### src/design/humidity_temp_frame_decoder_defines.svh
// ----------------------------------------------------------------------------
// Assertion macros for the humidity/temperature frame decoder
// Concurrent assertion wrappers, compiled out when ASSERT_OFF is set.
// ----------------------------------------------------------------------------
`ifndef HUMIDITY_TEMP_FRAME_DECODER_DEFINES_SVH
`define HUMIDITY_TEMP_FRAME_DECODER_DEFINES_SVH

`ifndef ASSERT_OFF
`define HTFD_ASSERT_CLK(lbl, clk, rstn, prop, msg) \
  lbl: assert property (@(posedge clk) disable iff (!rstn) prop) else $error(msg);
`define HTFD_ASSERT(lbl, prop, msg) \
  `HTFD_ASSERT_CLK(lbl, clk_i, rst_ni, prop, msg)
`else
`define HTFD_ASSERT_CLK(lbl, clk, rstn, prop, msg)
`define HTFD_ASSERT(lbl, prop, msg)
`endif

`endif

### src/design/htfd_pkg.sv
// ----------------------------------------------------------------------------
// htfd_pkg
// Shared types, constants and the CRC-8 step for the frame decoder.
// ----------------------------------------------------------------------------
package htfd_pkg;

  localparam logic [7:0]  CRC_POLY    = 8'h31;
  localparam logic [7:0]  CRC_INIT    = 8'hFF;
  localparam logic [2:0]  FRAME_LAST  = 3'd6;
  localparam logic [13:0] HUM_SCALE   = 14'd10000;
  localparam logic [14:0] TEMP_SCALE  = 15'd20000;
  localparam logic [14:0] TEMP_OFFSET = 15'd5000;

  // Completed frame handed from the front end to the back end
  typedef struct packed {
    logic [39:0] payload;
    logic        crc_ok;
    logic        busy;
  } frame_t;

  // Decoded result
  typedef struct packed {
    logic               busy;
    logic               crc_ok;
    logic signed [14:0] temperature_centi;
    logic [13:0]        humidity_centi;
    logic [19:0]        temp_reading;
    logic [19:0]        hum_reading;
  } result_t;

  // CRC-8, MSB first, no final xor
  function automatic logic [7:0] crc8_update(input logic [7:0] crc, input logic [7:0] b);
    logic [7:0] c;
    c = crc ^ b;
    for (int k = 0; k < 8; k++) begin
      if (c[7]) begin
        c = {c[6:0], 1'b0} ^ CRC_POLY;
      end else begin
        c = {c[6:0], 1'b0};
      end
    end
    return c;
  endfunction

endpackage

### src/design/htfd_front.sv
// ----------------------------------------------------------------------------
// htfd_front
// Byte tracker: frame position, running CRC and payload shift register.
// ----------------------------------------------------------------------------
module htfd_front import htfd_pkg::*; (
  input  logic       clk_i,
  input  logic       rst_ni,
  input  logic       valid_i,
  input  logic [7:0] data_byte_i,
  input  logic       frame_start_i,
  input  logic       q_full_i,
  output logic       ready_o,
  output logic       push_o,
  output frame_t     frame_o
);

  logic [2:0]  pos_q, pos_d;
  logic [7:0]  crc_q, crc_d;
  logic        busy_q, busy_d;
  logic [39:0] payload_q, payload_d;
  logic        accept;
  logic        first;
  logic        last;

  assign ready_o = ~q_full_i;
  assign accept  = valid_i & ready_o;
  assign first   = frame_start_i | (pos_q == 3'd0);
  // positions six and above are handled as the CRC byte
  assign last    = ~first & (pos_q >= FRAME_LAST);

  always_comb begin
    pos_d     = pos_q;
    crc_d     = crc_q;
    busy_d    = busy_q;
    payload_d = payload_q;
    if (accept) begin
      if (first) begin
        crc_d     = crc8_update(CRC_INIT, data_byte_i);
        busy_d    = data_byte_i[7];
        payload_d = '0;
        pos_d     = 3'd1;
      end else if (!last) begin
        crc_d     = crc8_update(crc_q, data_byte_i);
        payload_d = {payload_q[31:0], data_byte_i};
        pos_d     = pos_q + 3'd1;
      end else begin
        crc_d = CRC_INIT;
        pos_d = 3'd0;
      end
    end
  end

  assign push_o         = accept & last;
  assign frame_o.payload = payload_q;
  assign frame_o.crc_ok  = (crc_q == data_byte_i);
  assign frame_o.busy    = busy_q;

  always_ff @(posedge clk_i or negedge rst_ni) begin
    if (!rst_ni) begin
      pos_q  <= 3'd0;
      crc_q  <= CRC_INIT;
      busy_q <= 1'b0;
    end else begin
      pos_q  <= pos_d;
      crc_q  <= crc_d;
      busy_q <= busy_d;
    end
  end

  always_ff @(posedge clk_i) begin
    payload_q <= payload_d;
  end

endmodule

### src/design/htfd_fifo.sv
// ----------------------------------------------------------------------------
// htfd_fifo
// Small frame queue between the byte tracker and the conversion pipeline.
// ----------------------------------------------------------------------------
`include "humidity_temp_frame_decoder_defines.svh"

module htfd_fifo import htfd_pkg::*; #(
  parameter int unsigned DEPTH = 2
) (
  input  logic   clk_i,
  input  logic   rst_ni,
  input  logic   push_i,
  input  frame_t data_i,
  input  logic   pop_i,
  output frame_t data_o,
  output logic   full_o,
  output logic   empty_o
);

  localparam int unsigned PtrW = (DEPTH > 1) ? $clog2(DEPTH) : 1;
  localparam int unsigned CntW = $clog2(DEPTH + 1);
  localparam logic [PtrW-1:0] PtrLast = PtrW'(DEPTH - 1);
  localparam logic [CntW-1:0] CntFull = CntW'(DEPTH);

  frame_t          mem_q [DEPTH];
  logic [PtrW-1:0] wr_ptr_q, rd_ptr_q;
  logic [CntW-1:0] cnt_q;
  logic            do_push, do_pop;

  assign full_o  = (cnt_q == CntFull);
  assign empty_o = (cnt_q == '0);
  assign do_push = push_i & ~full_o;
  assign do_pop  = pop_i & ~empty_o;
  assign data_o  = mem_q[rd_ptr_q];

  always_ff @(posedge clk_i or negedge rst_ni) begin
    if (!rst_ni) begin
      wr_ptr_q <= '0;
      rd_ptr_q <= '0;
      cnt_q    <= '0;
    end else begin
      if (do_push) begin
        wr_ptr_q <= (wr_ptr_q == PtrLast) ? '0 : wr_ptr_q + PtrW'(1);
      end
      if (do_pop) begin
        rd_ptr_q <= (rd_ptr_q == PtrLast) ? '0 : rd_ptr_q + PtrW'(1);
      end
      if (do_push && !do_pop) begin
        cnt_q <= cnt_q + CntW'(1);
      end else if (do_pop && !do_push) begin
        cnt_q <= cnt_q - CntW'(1);
      end
    end
  end

  always_ff @(posedge clk_i) begin
    if (do_push) begin
      mem_q[wr_ptr_q] <= data_i;
    end
  end

  `HTFD_ASSERT(a_cnt_bound, cnt_q <= CntFull, "fifo count above depth")
  `HTFD_ASSERT(a_no_overflow, push_i |-> !full_o, "push into full fifo")
  `HTFD_ASSERT(a_no_underflow, pop_i |-> !empty_o, "pop from empty fifo")

endmodule

### src/design/htfd_back.sv
// ----------------------------------------------------------------------------
// htfd_back
// Conversion pipeline: scale multiplies, then shift/offset into the output
// register.
// ----------------------------------------------------------------------------
`include "humidity_temp_frame_decoder_defines.svh"

module htfd_back import htfd_pkg::*; (
  input  logic    clk_i,
  input  logic    rst_ni,
  input  logic    q_empty_i,
  input  frame_t  frame_i,
  output logic    pop_o,
  output logic    valid_o,
  input  logic    ready_i,
  output result_t result_o
);

  logic        s1_valid_q;
  logic [19:0] s1_hraw_q, s1_traw_q;
  logic [33:0] s1_hprod_q;
  logic [34:0] s1_tprod_q;
  logic        s1_ok_q, s1_busy_q;
  logic        out_valid_q;
  result_t     out_q;

  logic        out_ready, s1_ready;
  logic [19:0] hraw, traw;
  logic [14:0] tc;

  assign out_ready = ~out_valid_q | ready_i;
  assign s1_ready  = ~s1_valid_q | out_ready;
  assign pop_o     = ~q_empty_i & s1_ready;

  // values are zeroed on a CRC mismatch
  assign hraw = frame_i.crc_ok ? frame_i.payload[39:20] : 20'd0;
  assign traw = frame_i.crc_ok ? frame_i.payload[19:0]  : 20'd0;
  assign tc   = s1_ok_q ? (s1_tprod_q[34:20] - TEMP_OFFSET) : 15'd0;

  always_ff @(posedge clk_i or negedge rst_ni) begin
    if (!rst_ni) begin
      s1_valid_q  <= 1'b0;
      out_valid_q <= 1'b0;
    end else begin
      if (s1_ready) begin
        s1_valid_q <= pop_o;
      end
      if (out_ready) begin
        out_valid_q <= s1_valid_q;
      end
    end
  end

  always_ff @(posedge clk_i) begin
    if (pop_o) begin
      s1_hraw_q  <= hraw;
      s1_traw_q  <= traw;
      s1_hprod_q <= {14'd0, hraw} * {20'd0, HUM_SCALE};
      s1_tprod_q <= {15'd0, traw} * {20'd0, TEMP_SCALE};
      s1_ok_q    <= frame_i.crc_ok;
      s1_busy_q  <= frame_i.busy;
    end
    if (out_ready && s1_valid_q) begin
      out_q.hum_reading       <= s1_hraw_q;
      out_q.temp_reading      <= s1_traw_q;
      out_q.humidity_centi    <= s1_hprod_q[33:20];
      out_q.temperature_centi <= tc;
      out_q.crc_ok            <= s1_ok_q;
      out_q.busy              <= s1_busy_q;
    end
  end

  assign valid_o  = out_valid_q;
  assign result_o = out_q;

  `HTFD_ASSERT(a_bad_crc_zero,
    (out_valid_q && !out_q.crc_ok) |-> (out_q.hum_reading == 20'd0 &&
      out_q.temp_reading == 20'd0 && out_q.temperature_centi == 15'sd0),
    "values not zeroed on CRC mismatch")
  `HTFD_ASSERT(a_hum_range, out_valid_q |-> (out_q.humidity_centi < HUM_SCALE), "humidity out of range")
  `HTFD_ASSERT(a_s1_hold, (s1_valid_q && !s1_ready) |=> s1_valid_q, "stage 1 dropped while stalled")

endmodule

### src/design/humidity_temp_frame_decoder.sv
// ----------------------------------------------------------------------------
// humidity_temp_frame_decoder: one byte per cycle on s_axis, no stall unless the queue fills.
// A result reaches m_axis after its CRC byte is accepted, via the queue, multiply stage and output register.
// Reset (async, active low) clears frame position, CRC to 0xFF, queue and pipeline valids.
// ----------------------------------------------------------------------------
module humidity_temp_frame_decoder import htfd_pkg::*; #(
  parameter int unsigned FIFO_DEPTH = 2
) (
  input  logic        clk_i,
  input  logic        rst_ni,
  input  logic        s_axis_tvalid,
  output logic        s_axis_tready,
  input  logic [7:0]  s_axis_tdata,   // [7:0] data_byte
  input  logic        s_axis_tuser,   // [0] frame_start
  output logic        m_axis_tvalid,
  input  logic        m_axis_tready,
  // [19:0] hum_reading, [39:20] temp_reading, [53:40] humidity_centi,
  // [68:54] temperature_centi, [69] crc_ok, [70] busy_res, [71] zero
  output logic [71:0] m_axis_tdata
);

  frame_t  push_frame, pop_frame;
  logic    push, pop, q_full, q_empty;
  result_t res;

  htfd_front u_front (
    .clk_i         (clk_i),
    .rst_ni        (rst_ni),
    .valid_i       (s_axis_tvalid),
    .data_byte_i   (s_axis_tdata),
    .frame_start_i (s_axis_tuser),
    .q_full_i      (q_full),
    .ready_o       (s_axis_tready),
    .push_o        (push),
    .frame_o       (push_frame)
  );

  htfd_fifo #(
    .DEPTH (FIFO_DEPTH)
  ) u_fifo (
    .clk_i   (clk_i),
    .rst_ni  (rst_ni),
    .push_i  (push),
    .data_i  (push_frame),
    .pop_i   (pop),
    .data_o  (pop_frame),
    .full_o  (q_full),
    .empty_o (q_empty)
  );

  htfd_back u_back (
    .clk_i     (clk_i),
    .rst_ni    (rst_ni),
    .q_empty_i (q_empty),
    .frame_i   (pop_frame),
    .pop_o     (pop),
    .valid_o   (m_axis_tvalid),
    .ready_i   (m_axis_tready),
    .result_o  (res)
  );

  assign m_axis_tdata = {1'b0, res};

endmodule
### config.mk
export PLATFORM = sky130hd
export DESIGN_NAME = humidity_temp_frame_decoder
export DESIGN_NICKNAME = d
export VERILOG_FILES = /design/src/design/htfd_pkg.sv /design/src/design/htfd_front.sv /design/src/design/htfd_fifo.sv /design/src/design/htfd_back.sv /design/src/design/humidity_temp_frame_decoder.sv
export VERILOG_INCLUDE_DIRS = /design/src /design/src/design
export SDC_FILE = /design/constraint.sdc
export NUM_CORES = 1
export LEC_CHECK = 0
export BUFFER_PORTS_ARGS = -buffer_cell sky130_fd_sc_hd__buf_2
export CORE_MARGIN = 5
export CORE_UTILIZATION = 55
export DETAILED_ROUTE_END_ITERATION = 12
export GPL_TIMING_DRIVEN = 0
export PLACE_DENSITY = 0.74
export SETUP_SLACK_MARGIN = 0.4
export SYNTH_ARGS = -nofsm -noshare
export SYNTH_HDL_FRONTEND = slang
export SYNTH_SLANG_ARGS = --single-unit
### constraint.sdc
create_clock -name clk_i -period 7.1 [get_ports clk_i]
set_clock_uncertainty 0.1 [all_clocks]
set_input_delay 0.355 -clock clk_i [delete_from_list [all_inputs] [get_ports clk_i]]
set_output_delay 0.355 -clock clk_i [all_outputs]
set_load 0.02 [all_outputs]
==> key figures <==
Clock tree
  – Cts bufs inserted: 29
  – Total clock sinks: 284
  – CTS tree: yes
  – H-tree depth: 1
  – CTS Buffer Depth: 3
  – Clock slew at reported path FFs: 0.06 ns
  – Root Driver: clkbuf_16
  – Worst-skew pair later-pin latency: 0.55 ns

Global route
  – First-pass GRT wire length: 51500 µm
  – Vias in the first global route: 10.0k
  – Final global-route overflow total: 0
  – Total GRT Usage: 0.190
  – Pin count of the biggest net entering global routing: 73
  – Antenna violations before repair: 0

Floorplanning
  – Starting Density: 0.556
  – IO Pins: 87
  – Core area: 29600 µm²
  – Die width: 183 µm
  – Die area: 33500 µm²
  – Die height: 183 µm
  – Row cnt: 63

Synth
  – Area contributors post-synth: edfxtp_1 48%, ha_1 13%, fa_1 10%, inv_1 4.3%, xnor2_1 2.3%
  – Asr flop ratio synth: 0.0634
  – EDFF count, synth: 266
  – Post-synthesis cell count: 1259
  – Post-Synthesis Net Count: 1527
  – Share of the synthesized area in the top cell type: 0.485
  – Area leader, netlist: edfxtp_1
  – Warnings, synthesis: 0
  – Unique masters post-synth: 71
  – Seq/Total Area, Yosys: 0.512
  – Mean Syn Cell Area: 13.1 µm²
  – Synthesized flop and latch total: 284
  – Synthesized area: 16500 µm²
  – Main synth FF type: edfxtp_1

Routing
  – DR WL/cell: 17.1 µm
  – Total number of vias: 9666
  – Total length of routed wires: 30800 µm
  – Via/cell ratio: 5.37
  – Post-DRT Antenna Nets: 0
  – DR DRC count: 0
  – Initial drt markers: 567
  – DR pass1 iterations: 5

Timing
  – Final Critical Period: 6.34 ns
  – Fmax: 158 MHz
  – Setup tns final: 0 ns
  – Tightest Pin Transition: 0.810 ns
  – Relative slew slack: 0.455
  – Hold Violations, Final: 0
  – Final setup vio count: 0
  – Slew Limit Fails: 0
  – RSZ-0062 raised after global routing: false
  – Final period util: 0.893

Placed design
  – GPL Wtd Cong: 0.899
  – IO Port Bufs: 85
  – Post-placement cell area: 17500 µm²
  – Placed Cells incl. Taps: 1739
  – Hpwl dp: 22900 µm

Finish
  – Final Cell Area: 18600 µm²
  – Area growth syn-to-layout: 13.1%
  – Core Util, Final: 0.629
  – Most frequent cells in the layout: 266 x edfxtp_1, 186 x inv_1, 173 x ha_1, 87 x buf_2, 82 x fa_1
  – Antenna diodes: 0
  – Proportion of layout cells with a drive suffix above 1: 0.148
  – Most common cell after layout, fill and taps aside: edfxtp_1
  – Non-filler cells, final: 1799
  – Nets: 1655

Setup path
  – Crit-path max FO: 10
  – Slowest Stage Delay on Critical Path: 0.54 ns
  – WS Path Type: reg -> reg
  – CP arrival: 6.53 ns
  – Crit-path cells: buf_2 > buf_6 > mux2i_4 > inv_4 > clkbuf_2 > nand2_2 > inv_1 > fa_1 > ha_1 > fa_1 > ha_1 > inv_1 > fa_1 > inv_1 > ha_1 > clkbuf_1 > o21a_1 > a21oi_1 > nor3b_1 > a21boi_1 > o21ai_1 > a41oi_1 > xnor2_1
  – Req. time, crit path: 7.29 ns
  – Critical path's slowest cell: fa_1
  – Setup crit start kind: flip-flop
  – Crit end category: flip-flop

Min path
  – Hold crit path type: in -> reg

Run status
  – Status: complete, no violations

Job
  – Max-cap viol count: 0
-- kinds of logic (layout without fill, tap and decap cells) --
logic type / Yosys count / in the layout / share of synthesized area
AO/OA/AOI/OAI: 162 / 162 / 0.0686
XOR/XNOR: 73 / 73 / 0.0405
adder cells (fa/ha/maj): 255 / 255 / 0.231
buffers and inverters: 212 / 362 / 0.0490
flip-flops: 284 / 284 / 0.512
multiplexers: 46 / 46 / 0.0301
other: 1 / 1 / 0.000227
AND/OR/NAND/NOR: 226 / 226 / 0.0683
-- Yosys cell counts, drive strengths merged (21+ instances only) --
master and instances:
mux2 28, o21ai 30, xor2 27, a21oi 40
nand2 62, clkbuf 21, xnor2 44, nor2 46
fa 82, inv 187, and2 62, edfxtp 266
a21o 25, ha 173
-- routing by layer --
metal / up-vias / track usage / wire (µm)
met5: - / 0 / 0
met4: 0 / 0.0408 / 515
met3: 44 / 0.0294 / 1550
met2: 215 / 0.308 / 14300
met1: 4730 / 0.277 / 14400
li1: 4677 / - / -
-- cell type report --
type	count	area [µm²]
Inverter	188	711
Fill cell	2279	11000
Sequential cell	284	8450
Tap cell	390	488
Clock inverter	21	260
Buffer	24	111
Multi-Input combinational cell	763	7270
Timing Repair Buffer	97	613
Clock buffer	32	747
-- worst max-delay path: cells and delay by family (launching register included) --
family	cells	cell delay, ns
adder cells (fa/ha/maj)	6	2.41
buffers and inverters	8	1.21
AO/OA/AOI/OAI	5	1.14
AND/OR/NAND/NOR	2	0.40
flip-flops	1	0.36
multiplexers	1	0.35
XOR/XNOR	1	0.11
-- stage by stage --
| stage | hold slack [ns] | setup slack [ns] |
|---|---|---|
| 2_1_floorplan | -0.0406 | 1.20 |
| 6_report | 0.0409 | 0.757 |
| 3_5_place_dp | 0.222 | -0.253 |
| 5_1_grt | 0.0382 | 0.447 |
| 4_1_cts | 0.0159 | 0.393 |
| 3_3_place_gp | 0.222 | -0.199 |
-- repair_timing --
action / in CTS / in global routing
setup buffers: 0 / 2
hold buffers: 5 / 0
endpoints found under the hold margin: 23 / 0
setup endpoints to repair: 17 / 16
gates resized for setup: 5 / 16
-- flip-flops by register name (all words and copies together), names as in the netlist, 2 cells and up --
signal,count
u_back.s1_hprod_q,14
u_back.result_o,71
u_front.crc_q,8
u_front.payload_q,40
u_front.pos_q,3
u_back.s1_traw_q,20
u_back.s1_hraw_q,20
u_fifo.cnt_q,2
u_back.s1_tprod_q,15
u_fifo.mem_q,84
-- path summary, 6_finish.rpt --
check / depth (start not counted) / to / startpoint / slack, ns
min in group asynchronous: 2 / u_fifo.cnt_q[1] / rst_ni / 0.17
min reg2reg: 0 / u_back.result_o[47] / u_back.s1_hprod_q[27] / 0.32
max: 23 / u_back.s1_hprod_q[32] / u_fifo.rd_ptr_q / 0.76
max reg2reg: 23 / u_back.s1_hprod_q[32] / u_fifo.rd_ptr_q / 0.76
max in group asynchronous: 2 / u_front.crc_q[3] / rst_ni / 6.38
min: 3 / u_front.crc_q[2] / s_axis_tdata[6] / 0.04
Power is not shown: default switching activity piles up to over one toggle a cycle in this logic, so the estimate is an artifact.
